`src/hw/rtl/vds_pkg.sv`:
```
// vds_pkg: shared types and constants of the vector direction sector block
// used by every module under hw/rtl; depends on nothing else

package vds_pkg;

  typedef enum logic {
    SECT_8  = 1'b0,
    SECT_16 = 1'b1
  } sector_mode_e;

  // ratio scale and tangent thresholds, eight-sector pair first
  localparam int unsigned RatioScale = 1000;
  localparam int unsigned NumThr     = 6;
  localparam int unsigned ThrBits    = 13;
  localparam logic [ThrBits-1:0] Thr [NumThr] = '{
    13'd414, 13'd2414, 13'd199, 13'd668, 13'd1496, 13'd5027
  };

  localparam int unsigned SectorBits = 4;

  typedef struct packed {
    sector_mode_e mode;
    logic         x_zero;
    logic         x_pos;
    logic         y_zero;
    logic         y_pos;
  } dir_flags_t;

endpackage

```
`src/hw/rtl/vds_front.sv`:
```
// vds_front: difference stage and magnitude stage of the sector pipeline
// depends on vds_pkg for the mode type and the direction flags struct

module vds_front #(
  parameter int unsigned COORD_BITS = 16
) (
  input  logic                        clk_i,
  input  logic                        rst_ni,
  input  logic                        valid_i,
  output logic                        stall_o,
  input  vds_pkg::sector_mode_e       mode_i,
  input  logic signed [COORD_BITS-1:0] target_x_i,
  input  logic signed [COORD_BITS-1:0] target_y_i,
  input  logic signed [COORD_BITS-1:0] origin_x_i,
  input  logic signed [COORD_BITS-1:0] origin_y_i,
  output logic                        valid_o,
  input  logic                        stall_i,
  output logic [COORD_BITS:0]         abs_x_o,
  output logic [COORD_BITS:0]         abs_y_o,
  output vds_pkg::dir_flags_t         flags_o
);

  localparam int unsigned DW = COORD_BITS + 1;

  logic                  s1_valid_q, s2_valid_q;
  logic                  s1_stall, s2_stall;
  logic signed [DW-1:0]  dx_d, dx_q, dy_d, dy_q;
  vds_pkg::sector_mode_e mode_q;
  logic [DW-1:0]         ax_d, ax_q, ay_d, ay_q;
  vds_pkg::dir_flags_t   flags_d, flags_q;

  assign s2_stall = s2_valid_q & stall_i;
  assign s1_stall = s1_valid_q & s2_stall;
  assign stall_o  = s1_stall;

  // north is positive dy, so origin minus target
  assign dx_d = DW'(target_x_i) - DW'(origin_x_i);
  assign dy_d = DW'(origin_y_i) - DW'(target_y_i);

  always_ff @(posedge clk_i or negedge rst_ni) begin
    if (!rst_ni) begin
      s1_valid_q <= 1'b0;
      s2_valid_q <= 1'b0;
    end else begin
      if (!s1_stall) s1_valid_q <= valid_i;
      if (!s2_stall) s2_valid_q <= s1_valid_q;
    end
  end

  always_ff @(posedge clk_i) begin
    if (!s1_stall && valid_i) begin
      dx_q   <= dx_d;
      dy_q   <= dy_d;
      mode_q <= mode_i;
    end
  end

  always_comb begin
    ax_d           = dx_q[DW-1] ? DW'(-dx_q) : DW'(dx_q);
    ay_d           = dy_q[DW-1] ? DW'(-dy_q) : DW'(dy_q);
    flags_d.mode   = mode_q;
    flags_d.x_zero = (dx_q == '0);
    flags_d.x_pos  = !dx_q[DW-1] && (dx_q != '0);
    flags_d.y_zero = (dy_q == '0);
    flags_d.y_pos  = !dy_q[DW-1] && (dy_q != '0);
  end

  always_ff @(posedge clk_i) begin
    if (!s2_stall && s1_valid_q) begin
      ax_q    <= ax_d;
      ay_q    <= ay_d;
      flags_q <= flags_d;
    end
  end

  assign valid_o = s2_valid_q;
  assign abs_x_o = ax_q;
  assign abs_y_o = ay_q;
  assign flags_o = flags_q;

endmodule

```
`src/hw/rtl/vds_scale.sv`:
```
// vds_scale: constant multiply stage, scaled |dy| and |dx| times each threshold
// depends on vds_pkg for the threshold table and the direction flags struct

module vds_scale #(
  parameter int unsigned COORD_BITS = 16
) (
  input  logic                       clk_i,
  input  logic                       rst_ni,
  input  logic                       valid_i,
  output logic                       stall_o,
  input  logic [COORD_BITS:0]        abs_x_i,
  input  logic [COORD_BITS:0]        abs_y_i,
  input  vds_pkg::dir_flags_t        flags_i,
  output logic                       valid_o,
  input  logic                       stall_i,
  output logic [COORD_BITS+12:0]     lhs_o,
  output logic [COORD_BITS+12:0]     prod_o [vds_pkg::NumThr],
  output vds_pkg::dir_flags_t        flags_o
);

  localparam int unsigned PW = COORD_BITS + 1 + vds_pkg::ThrBits - 1;

  logic                valid_q;
  logic [PW-1:0]       lhs_d, lhs_q;
  logic [PW-1:0]       prod_d [vds_pkg::NumThr];
  logic [PW-1:0]       prod_q [vds_pkg::NumThr];
  vds_pkg::dir_flags_t flags_q;

  assign stall_o = valid_q & stall_i;

  always_comb begin
    lhs_d = PW'(abs_y_i) * PW'(vds_pkg::RatioScale);
    for (int i = 0; i < vds_pkg::NumThr; i++) begin
      prod_d[i] = PW'(abs_x_i) * PW'(vds_pkg::Thr[i]);
    end
  end

  always_ff @(posedge clk_i or negedge rst_ni) begin
    if (!rst_ni) begin
      valid_q <= 1'b0;
    end else if (!stall_o) begin
      valid_q <= valid_i;
    end
  end

  always_ff @(posedge clk_i) begin
    if (!stall_o && valid_i) begin
      lhs_q   <= lhs_d;
      prod_q  <= prod_d;
      flags_q <= flags_i;
    end
  end

  assign valid_o = valid_q;
  assign lhs_o   = lhs_q;
  assign prod_o  = prod_q;
  assign flags_o = flags_q;

endmodule

```
`src/hw/rtl/vds_sector.sv`:
```
// vds_sector: threshold compare, sector count and the output register
// depends on vds_pkg for the mode type, the table size and the flags struct

module vds_sector #(
  parameter int unsigned COORD_BITS = 16
) (
  input  logic                              clk_i,
  input  logic                              rst_ni,
  input  logic                              valid_i,
  output logic                              stall_o,
  input  logic [COORD_BITS+12:0]            lhs_i,
  input  logic [COORD_BITS+12:0]            prod_i [vds_pkg::NumThr],
  input  vds_pkg::dir_flags_t               flags_i,
  output logic                              valid_o,
  input  logic                              stall_i,
  output logic [vds_pkg::SectorBits-1:0]    sector_o
);

  logic                            valid_q;
  logic [vds_pkg::NumThr-1:0]      ge;
  logic [2:0]                      k;
  logic [4:0]                      q, q3, sec, mask;
  logic [vds_pkg::SectorBits-1:0]  sector_d, sector_q;

  assign stall_o = valid_q & stall_i;

  always_comb begin
    for (int i = 0; i < vds_pkg::NumThr; i++) begin
      ge[i] = (lhs_i >= prod_i[i]);
    end
    unique case (flags_i.mode)
      vds_pkg::SECT_16: begin
        k    = 3'(ge[2]) + 3'(ge[3]) + 3'(ge[4]) + 3'(ge[5]);
        q    = 5'd4;
        mask = 5'd15;
      end
      default: begin
        k    = 3'(ge[0]) + 3'(ge[1]);
        q    = 5'd2;
        mask = 5'd7;
      end
    endcase
    q3 = 5'(q * 5'd3);
    priority if (flags_i.x_zero) begin
      sec = flags_i.y_pos ? 5'd0 : 5'(q << 1);
    end else if (flags_i.y_zero) begin
      sec = flags_i.x_pos ? q : q3;
    end else if (flags_i.x_pos) begin
      sec = flags_i.y_pos ? (q - 5'(k)) : (q + 5'(k));
    end else begin
      sec = flags_i.y_pos ? (q3 + 5'(k)) : (q3 - 5'(k));
    end
    sector_d = vds_pkg::SectorBits'(sec & mask);
  end

  always_ff @(posedge clk_i or negedge rst_ni) begin
    if (!rst_ni) begin
      valid_q <= 1'b0;
    end else if (!stall_o) begin
      valid_q <= valid_i;
    end
  end

  always_ff @(posedge clk_i) begin
    if (!stall_o && valid_i) begin
      sector_q <= sector_d;
    end
  end

  assign valid_o  = valid_q;
  assign sector_o = sector_q;

endmodule

```
`src/hw/rtl/vector_direction_sector.sv`:
```
// vector_direction_sector: top level, mode register and the four stage pipeline
// depends on vds_pkg, vds_front, vds_scale and vds_sector
// throughput: one beat per cycle through the difference, magnitude, multiply
// and compare stages; a stall holds a stage only while it and each later stage are full
// reset clears the stage valid bits and sets the mode register to eight sectors

module vector_direction_sector #(
  parameter int unsigned COORD_BITS = 16
) (
  input  logic                                 clk_i,
  input  logic                                 rst_ni,
  input  logic                                 cfg_valid_i,
  output logic                                 cfg_ready_o,
  input  logic                                 cfg_sector_mode_i,
  input  logic                                 in_valid_i,
  output logic                                 in_stall_o,
  input  logic signed [COORD_BITS-1:0]         target_x_i,
  input  logic signed [COORD_BITS-1:0]         target_y_i,
  input  logic signed [COORD_BITS-1:0]         origin_x_i,
  input  logic signed [COORD_BITS-1:0]         origin_y_i,
  output logic                                 out_valid_o,
  input  logic                                 out_stall_i,
  output logic [vds_pkg::SectorBits-1:0]       sector_o
);

  vds_pkg::sector_mode_e mode_q;

  logic                  fr_valid, fr_stall;
  logic [COORD_BITS:0]   abs_x, abs_y;
  vds_pkg::dir_flags_t   fr_flags;

  logic                  sc_valid, sc_stall;
  logic [COORD_BITS+12:0] lhs;
  logic [COORD_BITS+12:0] prod [vds_pkg::NumThr];
  vds_pkg::dir_flags_t   sc_flags;

  assign cfg_ready_o = 1'b1;

  always_ff @(posedge clk_i or negedge rst_ni) begin
    if (!rst_ni) begin
      mode_q <= vds_pkg::SECT_8;
    end else if (cfg_valid_i && cfg_ready_o) begin
      mode_q <= vds_pkg::sector_mode_e'(cfg_sector_mode_i);
    end
  end

  vds_front #(.COORD_BITS(COORD_BITS)) u_front (
    .clk_i      (clk_i),
    .rst_ni     (rst_ni),
    .valid_i    (in_valid_i),
    .stall_o    (in_stall_o),
    .mode_i     (mode_q),
    .target_x_i (target_x_i),
    .target_y_i (target_y_i),
    .origin_x_i (origin_x_i),
    .origin_y_i (origin_y_i),
    .valid_o    (fr_valid),
    .stall_i    (fr_stall),
    .abs_x_o    (abs_x),
    .abs_y_o    (abs_y),
    .flags_o    (fr_flags)
  );

  vds_scale #(.COORD_BITS(COORD_BITS)) u_scale (
    .clk_i   (clk_i),
    .rst_ni  (rst_ni),
    .valid_i (fr_valid),
    .stall_o (fr_stall),
    .abs_x_i (abs_x),
    .abs_y_i (abs_y),
    .flags_i (fr_flags),
    .valid_o (sc_valid),
    .stall_i (sc_stall),
    .lhs_o   (lhs),
    .prod_o  (prod),
    .flags_o (sc_flags)
  );

  vds_sector #(.COORD_BITS(COORD_BITS)) u_sector (
    .clk_i    (clk_i),
    .rst_ni   (rst_ni),
    .valid_i  (sc_valid),
    .stall_o  (sc_stall),
    .lhs_i    (lhs),
    .prod_i   (prod),
    .flags_i  (sc_flags),
    .valid_o  (out_valid_o),
    .stall_i  (out_stall_i),
    .sector_o (sector_o)
  );

  // eight-sector mode never yields a code above seven
  a_mode8_range: assert property (@(posedge clk_i) disable iff (!rst_ni)
    out_valid_o && (mode_q == vds_pkg::SECT_8) |-> !sector_o[3])
    else $error("sector out of range in eight-sector mode");

  // back pressure only starts at the output side
  a_stall_origin: assert property (@(posedge clk_i) disable iff (!rst_ni)
    in_stall_o |-> out_stall_i)
    else $error("input stalled without output stall");

  // an accepted beat reaches the output when the output does not stall meanwhile
  a_latency: assert property (@(posedge clk_i) disable iff (!rst_ni)
    (in_valid_i && !in_stall_o) ##1 !out_stall_i ##1 !out_stall_i ##1 !out_stall_i
    |=> out_valid_o)
    else $error("accepted beat did not reach the output");

endmodule

```
`config.mk`:
```
export PLATFORM = sky130hd
export DESIGN_NAME = vector_direction_sector
export DESIGN_NICKNAME = d
export VERILOG_FILES = /design/src/hw/rtl/vds_pkg.sv /design/src/hw/rtl/vds_front.sv /design/src/hw/rtl/vds_scale.sv /design/src/hw/rtl/vds_sector.sv /design/src/hw/rtl/vector_direction_sector.sv
export SDC_FILE = /design/constraint.sdc
export NUM_CORES = 2
export LEC_CHECK = 0
export ABC_AREA = 0
export ABC_CLOCK_PERIOD_IN_PS = 10000
export BUFFER_PORTS_ARGS = -buffer_cell sky130_fd_sc_hd__buf_2
export CORE_ASPECT_RATIO = 0.5
export CORE_MARGIN = 2
export CORE_UTILIZATION = 35
export CTS_BUF_LIST = sky130_fd_sc_hd__clkbuf_8
export DETAILED_ROUTE_END_ITERATION = 6
export PLACE_DENSITY = 0.58
export SLEW_MARGIN = 40
export SYNTH_ARGS = -nofsm -noshare
export SYNTH_HDL_FRONTEND = slang
export SYNTH_SLANG_ARGS = --single-unit
```
`constraint.sdc`:
```
create_clock -name clk_i -period 10 [get_ports clk_i]
set_input_delay 1 -clock clk_i [delete_from_list [all_inputs] [get_ports clk_i]]
set_output_delay 1 -clock clk_i [all_outputs]
set_load 0.01 [all_outputs]
```
==> impl_metrics.ini <==
[clock_tree]
clock_latency_ns = 0.71
clk_pin_slew_ns = 0.07
cts.repair.resized = 0
clk_path_buf_depth = 3
post_cts_buffers = 0
cts_buffers = 48
clkSinkCount = 252
cts_root_buf = clkbuf_8
postCtsHoldBufs = 0
htree_num_levels = 2
cts_tree = done

[routing]
drt_iter0_markers = 1546
drt-pass1-iter-count = 6
antenna_left = 0
detail_route.wl_per_cell_um = 18.6
drc_errors = 0
drt-total-wl_mm = 82.8
via_per_inst = 4.97
via_count = 22100

[floorplanning]
die_area_um2 = 94700
fp.dieW_um = 433
die_y_um = 219
placementRows = 78
start_util = 0.354
core_um2 = 91000
io_pins = 77

[place]
dp_hpwl_mm = 67.8
place_congestion = 0.932
port_buffers = 75

[final_layout]
synthToLayoutAreaGrowth_pct = 9.65
nFillCells = 9017
multi_input_area_um2 = 22200
drive_above_1_share = 0.0641
finalNetCount = 4189
layout.area.seq_um2 = 7540

[timing]
hold_viol_final = 0
worst_slew_pin_slew_ns = 0.850
maxSlewHeadroom = 0.432
max_freq_ghz = 0.162
tns_ns = 0
fin_skew_ns = 0.0886
drv_slew = 0
layout_worst_path_cycle_share = 0.618
finalWorstPathRequiredPeriod_ns = 6.18
setup_viol = 0
rsz0062_at_grt = false

[logic_synthesis]
synth.avg_cell_area_um2 = 10.6
seq_area_frac_synth = 0.234
ys_ff_latch = 252
synth_commonest_cells = 658 x inv_1, 562 x ha_1, 380 x fa_1, 247 x edfxtp_1, 163 x a21oi_1
synthArstFlopShare = 0.0198
synth_area_leaders = fa_1 24%, edfxtp_1 23%, ha_1 22%
syn-num-nets = 4044
syn_area_um2 = 32200
synth_most_common_cell = inv_1
yosysWarnings = 0
synth_edf_count = 247
synth.distinct_cells = 76
synth_area_leader_cell = fa_1
yosys_most_used_dff = edfxtp_1
synth_cells = 3032
netlist.area_leader.share = 0.236

[critical_path]
crit_arrival_ns = 6.59
critPathRequiredTime_ns = 10.41
critPathCaptureType = flop
worstSetupStartpointType = flop
critPathKind = reg2reg
cp_max_fo = 5

[global_routing]
grt_util_all_layers = 0.180
overflow = 0
antenna_found_initial = 3
grt_max_degree = 92
grt_pass1_wl_mm = 130
first_global_vias = 22400

[worst_hold_path]
hold_class = in2async

[status]
status = finished clean

[flow_run]
drv_cap = 0
## path summary, 6_finish.rpt
path | start | endpoint | slack, ns | cells after the start
min in group clk_i | u_front.mode_q$_DFFE_PP_ | u_front.flags_o[4]$_DFFE_PP_ | 0.40 | 0
hold / removal | rst_ni | mode_q$_DFFE_PN0P_ | 0.15 | 1
hold reg to reg | u_front.mode_q$_DFFE_PP_ | u_front.flags_o[4]$_DFFE_PP_ | 0.40 | 0
setup / recovery | u_scale.lhs_o[3]$_DFFE_PP_ | u_sector.sector_o[3]$_DFFE_PP_ | 3.82 | 24
max in group asynchronous | rst_ni | u_scale.valid_o$_DFFE_PN0N_ | 9.70 | 1
setup reg to reg | u_scale.lhs_o[3]$_DFFE_PP_ | u_sector.sector_o[3]$_DFFE_PP_ | 3.82 | 24
## placed cells by master, fill, tap and decap left out, drive strengths merged, types with 8 or more instances in the layout
cell type,count
a211oi,21
nor2,96
nand3,35
fa,380
inv,673
a21o,90
clkbuf,52
o21a,33
nand2b,32
buf,103
a21oi,166
o31ai,15
nor4,8
o21ai,84
o21bai,20
and2,8
xor2,41
or3,14
nor2b,30
a211o,9
clkinv,16
or2,9
a31oi,19
ha,562
edfxtp,247
nand4,22
nor3,33
o211ai,15
a2111oi,13
xnor2,151
nand2,91
and3,24
## state kept, by name, summed over array words and instances, names as in the netlist
register,cells
u_front.valid_o,1
u_scale.prod_o,140
u_scale.lhs_o,24
u_front.dy_q,17
u_scale.flags_o,5
u_sector.valid_o,1
u_sector.sector_o,4
u_scale.valid_o,1
u_front.mode_q,1
u_front.abs_x_o,17
u_front.abs_y_o,17
mode_q,1
u_front.flags_o,5
u_front.s1_valid_q,1
u_front.dx_q,17
## logic make-up (layout without fill, tap and decap cells)
family | count (synthesis) | after routing | share of synthesized area
adders and majority gates | 942 | 942 | 0.454
buffers and inverters | 666 | 848 | 0.0778
AOI/OAI and AO/OA | 545 | 545 | 0.112
and+or+nand+nor | 428 | 428 | 0.0676
DFF | 252 | 252 | 0.234
xor gates and xnor gates | 192 | 192 | 0.0522
muxes | 6 | 6 | 0.00190
other | 1 | 3 | 0.000116
## area by class of cell
| type | instances | area share |
|---|---|---|
| clock inverter | 35 | 0.00619 |
| inverter | 658 | 0.0699 |
| clock buffer | 52 | 0.0202 |
| sequential | 252 | 0.213 |
| antenna | 2 | 0.000142 |
| tap | 1240 | 0.0439 |
| timing repair buffer | 103 | 0.0179 |
| multi-input combinational | 2114 | 0.628 |
## critical path, stage by stage, from the launching register on
cell	delay [ns]
edfxtp_1	0.47
ha_1	0.32
nor4b_1	0.14
o21a_1	0.17
o21a_1	0.16
o21a_1	0.16
o211ai_1	0.19
a21oi_1	0.18
a2111oi_1	0.72
o21ai_0	0.35
a2111o_1	0.47
ha_1	0.28
inv_1	0.05
fa_1	0.55
nand2_1	0.07
o21ai_1	0.25
nor2_1	0.10
xnor2_1	0.25
ha_1	0.21
inv_1	0.05
ha_1	0.18
xnor2_1	0.12
or3_1	0.31
a21oi_1	0.14
a211oi_1	0.07
## per-stage QoR
| step | cells | worst slack, ns | hold WS (ns) | util | area (µm²) |
|---|---|---|---|---|---|
| after detailed placement | 4366 | 3.83 | 0.406 | 0.378 | 34400 |
| after global routing | 4456 | 3.45 | 0.105 | 0.389 | 35300 |
| after floorplan | 3032 | 0.636 | 0.400 | - | 32200 |
| final | 4456 | 3.82 | 0.147 | 0.389 | 35300 |
| after CTS | 4453 | 3.84 | 0.0856 | 0.388 | 35300 |
| after global placement | 4363 | 3.75 | 0.404 | 0.377 | 34300 |
## routing by layer
metal / share of wire / vias to the layer above / track usage
li1: - / 10600 / -
met1: 0.48 / 10800 / 0.262
met2: 0.42 / 597 / 0.266
met3: 0.072 / 111 / 0.0370
met4: 0.028 / 2 / 0.0534
met5: 0.00016 / - / 0
Power is not shown: default switching activity piles up to over one toggle a cycle in this logic, so the estimate is an artifact.
